### config.mk
export PLATFORM = sky130hd
export DESIGN_NAME = two_level_slot_pool_allocator
export DESIGN_NICKNAME = d
export VERILOG_FILES = /design/src/sv/spa_pkg.sv /design/src/sv/two_level_slot_pool_allocator.sv /design/src/sv/spa_ram.sv /design/src/sv/spa_ctrl.sv /design/src/sv/spa_dp.sv
export SDC_FILE = /design/constraint.sdc
export NUM_CORES = 2
export LEC_CHECK = 0
export BUFFER_PORTS_ARGS = -buffer_cell sky130_fd_sc_hd__buf_2
export CORE_ASPECT_RATIO = 1.1
export CORE_MARGIN = 2
export CORE_UTILIZATION = 35
export DETAILED_ROUTE_END_ITERATION = 8
export SKIP_CTS_REPAIR_TIMING = 1
export SLEW_MARGIN = 5
export SYNTH_ARGS = -nofsm -noshare
export SYNTH_HDL_FRONTEND = slang
export SYNTH_HIERARCHICAL = 1
export SYNTH_SLANG_ARGS = --single-unit
### constraint.sdc
create_clock -name clk -period 13.1 [get_ports clk]
set_input_delay 1.965 -clock clk [delete_from_list [all_inputs] [get_ports clk]]
set_output_delay 1.965 -clock clk [all_outputs]
set_load 0.005 [all_outputs]
### src/sv/spa_pkg.sv
// ----------------------------------------------------------------------------
// Slot pool allocator package
// Sizes, pointer encoding, controller commands and status shared by the block.
// ----------------------------------------------------------------------------
package spa_pkg;

  localparam int MAX_GROUPS      = 16;
  localparam int SLOTS_PER_GROUP = 16;
  localparam int GW              = $clog2(MAX_GROUPS);
  localparam int SW              = $clog2(SLOTS_PER_GROUP);
  localparam int AW              = GW + SW;
  localparam int CFG_W           = 5;

  // Pointers carry one extra bit; a set top bit is the null pointer.
  localparam logic [GW:0] GNIL = {1'b1, {GW{1'b0}}};
  localparam logic [SW:0] SNIL = {1'b1, {SW{1'b0}}};
  localparam logic [SW:0] FULL = (SW+1)'(SLOTS_PER_GROUP);

  typedef enum logic [2:0] {
    ST_IDLE, ST_DISPATCH, ST_NEW, ST_ARD, ST_AWR, ST_FREE, ST_FAIL, ST_OUT
  } spa_state_t;

  typedef enum logic [2:0] {
    CMD_NONE, CMD_LATCH, CMD_NEW, CMD_ARD, CMD_AWR, CMD_FREE, CMD_FAIL, CMD_OUT
  } spa_cmd_t;

  typedef struct packed {
    logic is_free;
    logic list_empty;
    logic spare_empty;
    logic out_busy;
  } spa_status_t;

endpackage

### src/sv/two_level_slot_pool_allocator.sv
// ----------------------------------------------------------------------------
// Two-level slot pool allocator
// Hands out and takes back (group, slot) handles from group free lists.
// ----------------------------------------------------------------------------
// One request is taken at a time. A free steps through dispatch, free and output
// states to the next ready, an allocation through dispatch, read, write and
// output, and one that must open a spare group adds a new-group state first.
// The result word sits in an output register, so a new request is accepted
// while it waits. The register write sets the slot count of groups opened
// after it.
module two_level_slot_pool_allocator import spa_pkg::*; (
  input  logic             clk,
  input  logic             rst,
  input  logic             cfg_valid,
  output logic             cfg_ready,
  input  logic [CFG_W-1:0] cfg_data,
  input  logic             in_valid,
  output logic             in_ready,
  input  logic             req_type,
  input  logic [GW-1:0]    free_group,
  input  logic [SW-1:0]    free_slot,
  output logic             out_valid,
  input  logic             out_ready,
  output logic             status,
  output logic [GW-1:0]    alloc_group,
  output logic [SW-1:0]    alloc_slot,
  output logic [GW:0]      groups_active
);

  spa_cmd_t    cmd;
  spa_status_t stat;

  assign cfg_ready = 1'b1;

  spa_ctrl u_ctrl (
    .clk      (clk),
    .rst      (rst),
    .in_valid (in_valid),
    .in_ready (in_ready),
    .stat     (stat),
    .cmd      (cmd)
  );

  spa_dp u_dp (
    .clk           (clk),
    .rst           (rst),
    .cmd           (cmd),
    .stat          (stat),
    .cfg_valid     (cfg_valid),
    .cfg_data      (cfg_data),
    .req_type      (req_type),
    .free_group    (free_group),
    .free_slot     (free_slot),
    .out_valid     (out_valid),
    .out_ready     (out_ready),
    .status        (status),
    .alloc_group   (alloc_group),
    .alloc_slot    (alloc_slot),
    .groups_active (groups_active)
  );

endmodule

### src/sv/spa_ram.sv
// ----------------------------------------------------------------------------
// Generic RAM
// One write port and one read port with registered read data.
// ----------------------------------------------------------------------------
module spa_ram #(
  parameter int WIDTH = 8,
  parameter int DEPTH = 16
) (
  input  logic                     clk,
  input  logic                     we,
  input  logic [$clog2(DEPTH)-1:0] waddr,
  input  logic [WIDTH-1:0]         wdata,
  input  logic [$clog2(DEPTH)-1:0] raddr,
  output logic [WIDTH-1:0]         rdata
);

  logic [WIDTH-1:0] mem [DEPTH];

  always_ff @(posedge clk) begin
    if (we) begin
      mem[waddr] <= wdata;
    end
    rdata <= mem[raddr];
  end

endmodule

### src/sv/spa_ctrl.sv
// ----------------------------------------------------------------------------
// Slot pool allocator controller
// Steps one request through the datapath and hands the word to the output.
// ----------------------------------------------------------------------------
module spa_ctrl import spa_pkg::*; (
  input  logic        clk,
  input  logic        rst,
  input  logic        in_valid,
  output logic        in_ready,
  input  spa_status_t stat,
  output spa_cmd_t    cmd
);

  spa_state_t state, state_next;

  always_ff @(posedge clk) begin
    if (rst) begin
      state <= ST_IDLE;
    end else begin
      state <= state_next;
    end
  end

  always_comb begin
    state_next = state;
    unique case (state)
      ST_IDLE:     if (in_valid) state_next = ST_DISPATCH;
      ST_DISPATCH: begin
        if (stat.is_free) state_next = ST_FREE;
        else if (!stat.list_empty) state_next = ST_ARD;
        else if (!stat.spare_empty) state_next = ST_NEW;
        else state_next = ST_FAIL;
      end
      ST_NEW:      state_next = ST_ARD;
      ST_ARD:      state_next = ST_AWR;
      ST_AWR:      state_next = ST_OUT;
      ST_FREE:     state_next = ST_OUT;
      ST_FAIL:     state_next = ST_OUT;
      ST_OUT:      if (!stat.out_busy) state_next = ST_IDLE;
      default:     state_next = ST_IDLE;
    endcase
  end

  always_comb begin
    cmd = CMD_NONE;
    unique case (state)
      ST_IDLE:     if (in_valid) cmd = CMD_LATCH;
      ST_DISPATCH: cmd = CMD_NONE;
      ST_NEW:      cmd = CMD_NEW;
      ST_ARD:      cmd = CMD_ARD;
      ST_AWR:      cmd = CMD_AWR;
      ST_FREE:     cmd = CMD_FREE;
      ST_FAIL:     cmd = CMD_FAIL;
      ST_OUT:      if (!stat.out_busy) cmd = CMD_OUT;
      default:     cmd = CMD_NONE;
    endcase
  end

  assign in_ready = (state == ST_IDLE);

endmodule

### src/sv/spa_dp.sv
// ----------------------------------------------------------------------------
// Slot pool allocator datapath
// Group tables, list pointers, slot link memory and the result register.
// ----------------------------------------------------------------------------
module spa_dp import spa_pkg::*; (
  input  logic              clk,
  input  logic              rst,
  input  spa_cmd_t          cmd,
  output spa_status_t       stat,
  input  logic              cfg_valid,
  input  logic [CFG_W-1:0]  cfg_data,
  input  logic              req_type,
  input  logic [GW-1:0]     free_group,
  input  logic [SW-1:0]     free_slot,
  output logic              out_valid,
  input  logic              out_ready,
  output logic              status,
  output logic [GW-1:0]     alloc_group,
  output logic [SW-1:0]     alloc_slot,
  output logic [GW:0]       groups_active
);

  logic [CFG_W-1:0]           slots_cfg;
  logic [SLOTS_PER_GROUP-1:0] link_ok [MAX_GROUPS];
  logic [SLOTS_PER_GROUP-1:0] used    [MAX_GROUPS];
  logic [SW:0]                gtop    [MAX_GROUPS];
  logic [SW:0]                gcount  [MAX_GROUPS];
  logic [SW:0]                gsize   [MAX_GROUPS];
  logic [GW:0]                gnext   [MAX_GROUPS];
  logic [GW:0]                gprev   [MAX_GROUPS];
  logic [MAX_GROUPS-1:0]      glisted;
  logic [GW:0]                head, tail, spare, active;
  logic                       rtype;
  logic [GW-1:0]              rg, ag, res_g;
  logic [SW-1:0]              rs, as, res_s;
  logic                       res_status;

  logic [SW:0]   eff_size, rdata, dflt, nxt, fsz, fcnt1;
  logic [GW-1:0] hg, sg, ug, apg;
  logic [SW:0]   ht;
  logic          fvalid, frel, do_unlink, do_app, ram_we;
  logic [GW:0]   up, un;

  always_comb begin
    if (slots_cfg == '0) eff_size = (SW+1)'(1);
    else if ({1'b0, slots_cfg} > {{(CFG_W+1-(SW+1)){1'b0}}, FULL}) eff_size = FULL;
    else eff_size = slots_cfg[SW:0];
  end

  assign hg = head[GW-1:0];
  assign ht = gtop[hg];
  assign sg = spare[GW-1:0];

  // A slot whose link was never written since setup follows the initial chain.
  always_comb begin
    dflt = ({1'b0, as} + (SW+1)'(1) < gsize[ag]) ? ({1'b0, as} + (SW+1)'(1)) : SNIL;
    nxt  = link_ok[ag][as] ? rdata : dflt;
  end

  always_comb begin
    fsz    = gsize[rg];
    fcnt1  = gcount[rg] + (SW+1)'(1);
    fvalid = (fsz != '0) && ({1'b0, rs} < fsz) && used[rg][rs];
    frel   = fvalid && (fcnt1 >= fsz);
  end

  always_comb begin
    do_unlink = 1'b0;
    ug        = rg;
    do_app    = 1'b0;
    apg       = rg;
    if (cmd == CMD_AWR) begin
      do_unlink = (gcount[ag] == (SW+1)'(1));
      ug        = ag;
    end else if (cmd == CMD_FREE) begin
      do_unlink = frel && glisted[rg];
      do_app    = fvalid && !frel && !glisted[rg];
    end else if (cmd == CMD_NEW) begin
      do_app = 1'b1;
      apg    = sg;
    end
    up = gprev[ug];
    un = gnext[ug];
  end

  assign ram_we = (cmd == CMD_FREE) && fvalid;

  spa_ram #(.WIDTH(SW+1), .DEPTH(MAX_GROUPS*SLOTS_PER_GROUP)) u_link (
    .clk   (clk),
    .we    (ram_we),
    .waddr ({rg, rs}),
    .wdata (gtop[rg]),
    .raddr ({hg, ht[SW-1:0]}),
    .rdata (rdata)
  );

  always_ff @(posedge clk) begin
    if (rst) begin
      slots_cfg <= CFG_W'(SLOTS_PER_GROUP);
      for (int g = 0; g < MAX_GROUPS; g++) begin
        link_ok[g] <= '0;
        used[g]    <= '0;
        gtop[g]    <= SNIL;
        gcount[g]  <= '0;
        gsize[g]   <= '0;
        gprev[g]   <= GNIL;
        gnext[g]   <= (g + 1 < MAX_GROUPS) ? (GW+1)'(g + 1) : GNIL;
      end
      gtop[0]   <= '0;
      gcount[0] <= FULL;
      gsize[0]  <= FULL;
      gnext[0]  <= GNIL;
      glisted   <= MAX_GROUPS'(1);
      head      <= '0;
      tail      <= '0;
      spare     <= (GW+1)'(1);
      active    <= (GW+1)'(1);
    end else begin
      if (cfg_valid) slots_cfg <= cfg_data;
      case (cmd)
        CMD_LATCH: begin
          rtype <= req_type;
          rg    <= free_group;
          rs    <= free_slot;
        end
        CMD_NEW: begin
          spare       <= gnext[sg];
          link_ok[sg] <= '0;
          used[sg]    <= '0;
          gtop[sg]    <= '0;
          gcount[sg]  <= eff_size;
          gsize[sg]   <= eff_size;
          active      <= active + (GW+1)'(1);
        end
        CMD_ARD: begin
          ag <= hg;
          as <= ht[SW-1:0];
        end
        CMD_AWR: begin
          gtop[ag]     <= nxt;
          used[ag][as] <= 1'b1;
          gcount[ag]   <= gcount[ag] - (SW+1)'(1);
          res_status   <= 1'b0;
          res_g        <= ag;
          res_s        <= as;
        end
        CMD_FREE: begin
          if (fvalid) begin
            used[rg][rs]    <= 1'b0;
            link_ok[rg][rs] <= 1'b1;
            gtop[rg]        <= {1'b0, rs};
            gcount[rg]      <= fcnt1;
            if (frel) begin
              gtop[rg]   <= SNIL;
              gcount[rg] <= '0;
              gsize[rg]  <= '0;
              active     <= active - (GW+1)'(1);
            end
          end
          res_status <= 1'b0;
          res_g      <= '0;
          res_s      <= '0;
        end
        CMD_FAIL: begin
          res_status <= 1'b1;
          res_g      <= '0;
          res_s      <= '0;
        end
        default: begin
        end
      endcase
      if (do_unlink) begin
        if (up[GW]) head <= un; else gnext[up[GW-1:0]] <= un;
        if (un[GW]) tail <= up; else gprev[un[GW-1:0]] <= up;
        gprev[ug]   <= GNIL;
        gnext[ug]   <= GNIL;
        glisted[ug] <= 1'b0;
      end
      if (do_app) begin
        gprev[apg] <= tail;
        gnext[apg] <= GNIL;
        if (tail[GW]) head <= {1'b0, apg}; else gnext[tail[GW-1:0]] <= {1'b0, apg};
        tail         <= {1'b0, apg};
        glisted[apg] <= 1'b1;
      end
      // A released group goes back on top of the spare stack.
      if ((cmd == CMD_FREE) && frel) begin
        gnext[rg] <= spare;
        spare     <= {1'b0, rg};
      end
    end
  end

  always_ff @(posedge clk) begin
    if (rst) begin
      out_valid <= 1'b0;
    end else if (cmd == CMD_OUT) begin
      out_valid <= 1'b1;
    end else if (out_ready) begin
      out_valid <= 1'b0;
    end
  end

  always_ff @(posedge clk) begin
    if (cmd == CMD_OUT) begin
      status        <= res_status;
      alloc_group   <= res_g;
      alloc_slot    <= res_s;
      groups_active <= active;
    end
  end

  assign stat.is_free     = rtype;
  assign stat.list_empty  = head[GW];
  assign stat.spare_empty = spare[GW];
  assign stat.out_busy    = out_valid && !out_ready;

endmodule

Word level (Yosys, flattened, before mapping)
Memory sizes are Yosys's and may differ from the RTL's. A register that Yosys moved wholly into a read port is not among the register bits.
Index checks and enable logic that the tools add are counted.

word-level totals
  memories kept = 8
  register bits after elaboration = 85
  input port bits = 19
  output and inout port bits = 17
  memory bits (writable) = 2,192

operators by class
  eq/ne operators = 19
  add/subtract/negate cells = 5
  bitwise logic cells = 10
  muxes and demuxes = 176
  reductions and logical operators = 60
  order comparisons = 13

memory list
  name             depth  width  read ports  clocked after memory_dff  write ports  line           text
  u_dp.u_link.mem  256    5      1           1                         1            spa_ram.sv:17  logic [WIDTH-1:0] mem [DEPTH];
  u_dp.link_ok     16     16     1           1                         16           spa_dp.sv:24   logic [SLOTS_PER_GROUP-1:0] link_ok [MAX_GROUPS];
  u_dp.used        16     16     1           1                         16           spa_dp.sv:25   logic [SLOTS_PER_GROUP-1:0] used [MAX_GROUPS];
  u_dp.gcount      16     5      2           2                         16           spa_dp.sv:27   logic [SW:0] gcount [MAX_GROUPS];
  u_dp.gnext       16     5      2           1                         16           spa_dp.sv:29   logic [GW:0] gnext [MAX_GROUPS];
  u_dp.gprev       16     5      1           0                         16           spa_dp.sv:30   logic [GW:0] gprev [MAX_GROUPS];
  +2 memories      n/a    n/a    n/a         n/a                       n/a          n/a

operators with widths
  cell                 number
  $mux 16              13
  $mux 4               40
  $mux 5               32
  $reduce_or 16->1     5
  $reduce_or 5->1      16
  $mux 1               72
  $lt 4x5->1 const B   5
  $eq 3x3->1 const B   8
  $pmux 3 s8           1
  $mux 3               6
  $pmux 3 s6           1
  $and 16x16->16       1
  $demux 1 s4          4
  $ge 4x1->1 const B   4
  $not 16->16          1
  $or 16x16->16        1
  $pmux 4 s2           2
  $reduce_and 2->1     7
  $reduce_bool 2->1    7
  $logic_and 1x1->1    13
  $bmux 1 s4           3
  $eq 3x2->1 const B   4
  $add 5x1->5 const B  2
  $pmux 5 s2           1
  other kinds (20)     34

Depth between registers and ports, before layout
  depth in word-level cells = 16
  depth in mapped cells = 25
  depth with buffers taken out = 15

Modules after synthesis
The synthesis kept the hierarchy.

by module, submodules not included
  module                         cells an instance  area an instance (µm²)  times used
  spa_dp                         4,936              55,026.5                1
  spa_ram                        2,497              50,284.5                1
  spa_ctrl                       27                 229.0                   1
  two_level_slot_pool_allocator  2                  11.3                    1

Worst setup path after synthesis
OpenSTA, ideal clock, no wires.

  path kind = register to register
  start = reg with a tool-made name
  end = mem u_dp/gnext[15][0] (netlist name), enable pin
  arrival = 5,787 ps
  slack = 7,035 ps
  cell stages (with the launch flop) = 22
  clock period less this slack = 6,065 ps
  cells stage by stage = dfxtp_1 > clkbuf_1 > clkbuf_1 > buf_1 > clkbuf_1 > mux4_2 > mux4_2 > ha_1 > ha_1 > a21o_1 > a21oi_1 > o21a_1 > clkbuf_1 > nand3_1 > or4b_4 > o21a_1 > buf_6 > buf_6 > buf_6 > a21oi_1 > nor3_1 > or3_1

RTL lines
  item           line
  end, declared  spa_dp.sv:29

==> flow_summary.toml <==
[outcome]
violations = "capacitance limit, slew limit"
status = "finished with violations"

[power_and_ir_drop]
p_total_uw = 15400
power.density_nw_per_um2 = 147
leakage_uw = 0.0346
p_seq_frac = 0.488
peakVddDrop_mv = 0.106
clockPowerShare = 0.371
switching_power_uw = 4140
pwr-share-comb = 0.140
swShare = 0.269
internal_power_uw = 11300

[worst_setup_path]
rr_worst_depth = 13
path_cells = "buf_4 > mux4_2 > mux4_2 > nor2_1 > nor4_1 > nor4_2 > nor2_1 > a32oi_2 > nor2_1 > buf_4 > a21oi_1 > o21ai_1 > a211o_1"
slowest_delay_ps = 1030
path_buf_inv = 2
reg2reg_to = "u_dp/gnext[5][3]$_DFFE_PP_"
crit_top_cell = "nor2_1"
critical_path_class = "flip-flop to flip-flop"
startpoint_type = "flip-flop"
critPathTopFamily = "compound AO/OA/AOI/OAI gates"
cp.arrival_ps = 8490
worstPathMaxFanout = 46
crit_path_end_kind = "flip-flop"
worstSetupPathDepth = 13
crit_required_ps = 13650
reg2reg_slack_ps = 5170
crit_slowest_cell = "a32oi_2"

[hold_path]
min_to = "u_dp/alloc_slot[1]$_DFFE_PP_"
hp-class = "flip-flop to flip-flop"
hold_depth = 0
hold_start = "u_dp/res_s[1]$_SDFFCE_PP0P_"

[global_route]
grt_overflow = 0
antenna_found_initial = 8
grt_pass1_vias = 60900
grt_usage = 0.203
grt_max_degree = 249
grt_pass1_wl_mm = 418

[timing]
finalHoldViolCount = 0
clock_skew_ps = 109
maxSlewHeadroom = -0.00984
maxSlewViolCount = 4
fin_ws_ps = 5170
fmaxAchievable_mhz = 126
min_period_ps = 7930
rsz0062_at_grt = "no"
setup_violations = 0
finalCritPeriodShare = 0.606
holdWs_ps = 418
fin_setup_tns_ps = 0
worstMarginPinSlew_ps = 1500

[cts]
cts_max_path_buffers = 4
clkTransAtPathRegs_ps = 60
cts.sinks = 2021
cts_tree = "done"
root_buffer = "clkbuf_16"
cts_made_buffers = 207
clk-insertion-delay-late_ps = 900
ctsHtreeMaxLevel = 4

[logic_synthesis]
synth_cells = 7027
netlist_area_sq_um = 95200
syn_nets = 7069
yosys_warnings = 6
postSynthAreaPerCell_sq_um = 13.6

[detailed_routing]
drt-total-wl_mm = 287
ant_nets = 0
drt_pass1_iterations = 6
drtIter0Drc = 8014
num_vias = 62400
drc = 0
viasPerCell = 5.95
wl_per_cell_um = 27.3

[placed_design]
post-dp-hpwl_mm = 184
gp_congestion = 0.996
portBuffers = 34
place_ws_ps = 5450

[layout]
nets = 6832
syn2layout_area_growth_pct = 10.1
final_common_cell = "edfxtp_1"
layout_common_cells = "1880 x edfxtp_1, 1181 x nor2_1, 508 x nand2_1"
drive_above_1_share = 0.167

[floorplanning]
die_h_um = 551
std_cell_rows = 200
io_pins = 36
die_x_um = 501
initial_core_util = 0.352
die_area_sq_um = 276000
coreArea_sq_um = 270000

[flow_run]
drv_cap = 1
## worst max path at each step
stage	start	end	slack, ps
floorplan	flip-flop	u_dp/gnext[15][0]$_DFFE_PP_	7030
global placement	flip-flop	u_dp/gnext[5][3]$_DFFE_PP_	5430
detailed placement	flip-flop	u_dp/gnext[5][2]$_DFFE_PP_	5450
CTS	flip-flop	u_dp/gnext[5][3]$_DFFE_PP_	5390
global route	flip-flop	u_dp/gnext[5][4]$_DFFE_PP_	4870
finish	flip-flop	u_dp/gnext[5][3]$_DFFE_PP_	5170
## per-layer routing
layer | up-vias | wire length [um] | global-route usage
met2 | 3440 | 134000 | 0.326
met3 | 712 | 27300 | 0.0365
met4 | 4 | 11900 | 0.0765
li1 | 26300 | - | -
met5 | - | 27 | 0
met1 | 32000 | 113000 | 0.274
## state kept, by name (all words and copies together), names as in the netlist, 16 cells and up, named ones only
register,count
u_dp/gnext,80
u_dp/gprev,80
u_dp/u_link/mem,1024
u_dp/link_ok,256
u_dp/gtop,64
u_dp/gsize,80
u_dp/gcount,80
u_dp/glisted,16
u_dp/used,256
## per-stage QoR
step / area, sq um / util / std cells
floorplan: 95200 / - / 7027
global placement: 98400 / 0.364 / 10100
detailed placement: 98400 / 0.364 / 10100
CTS: 105000 / 0.388 / 10500
global route: 105000 / 0.388 / 10500
finish: 105000 / 0.388 / 10500
## layout make-up
class	instances	area [sq um]
inverters	46	180
clock inverters	102	878
clock buffers	267	5550
repair buffers	206	1520
diodes	5	12.5
fillers	25200	165000
flip-flops and latches	2021	59300
well taps	3535	4420
multi-input cells	4308	33000
## power groups by stage
stage | Clock [uW] | Sequential [uW] | Combinational [uW]
after floorplan | 0 | 7610 | 1390
after global placement | 0 | 7650 | 2090
after detailed placement | 0 | 7660 | 2120
after CTS | 5830 | 7520 | 2130
after global routing | 6060 | 7530 | 2270
final | 5720 | 7530 | 2160
Power figures use the tool's default switching activity.
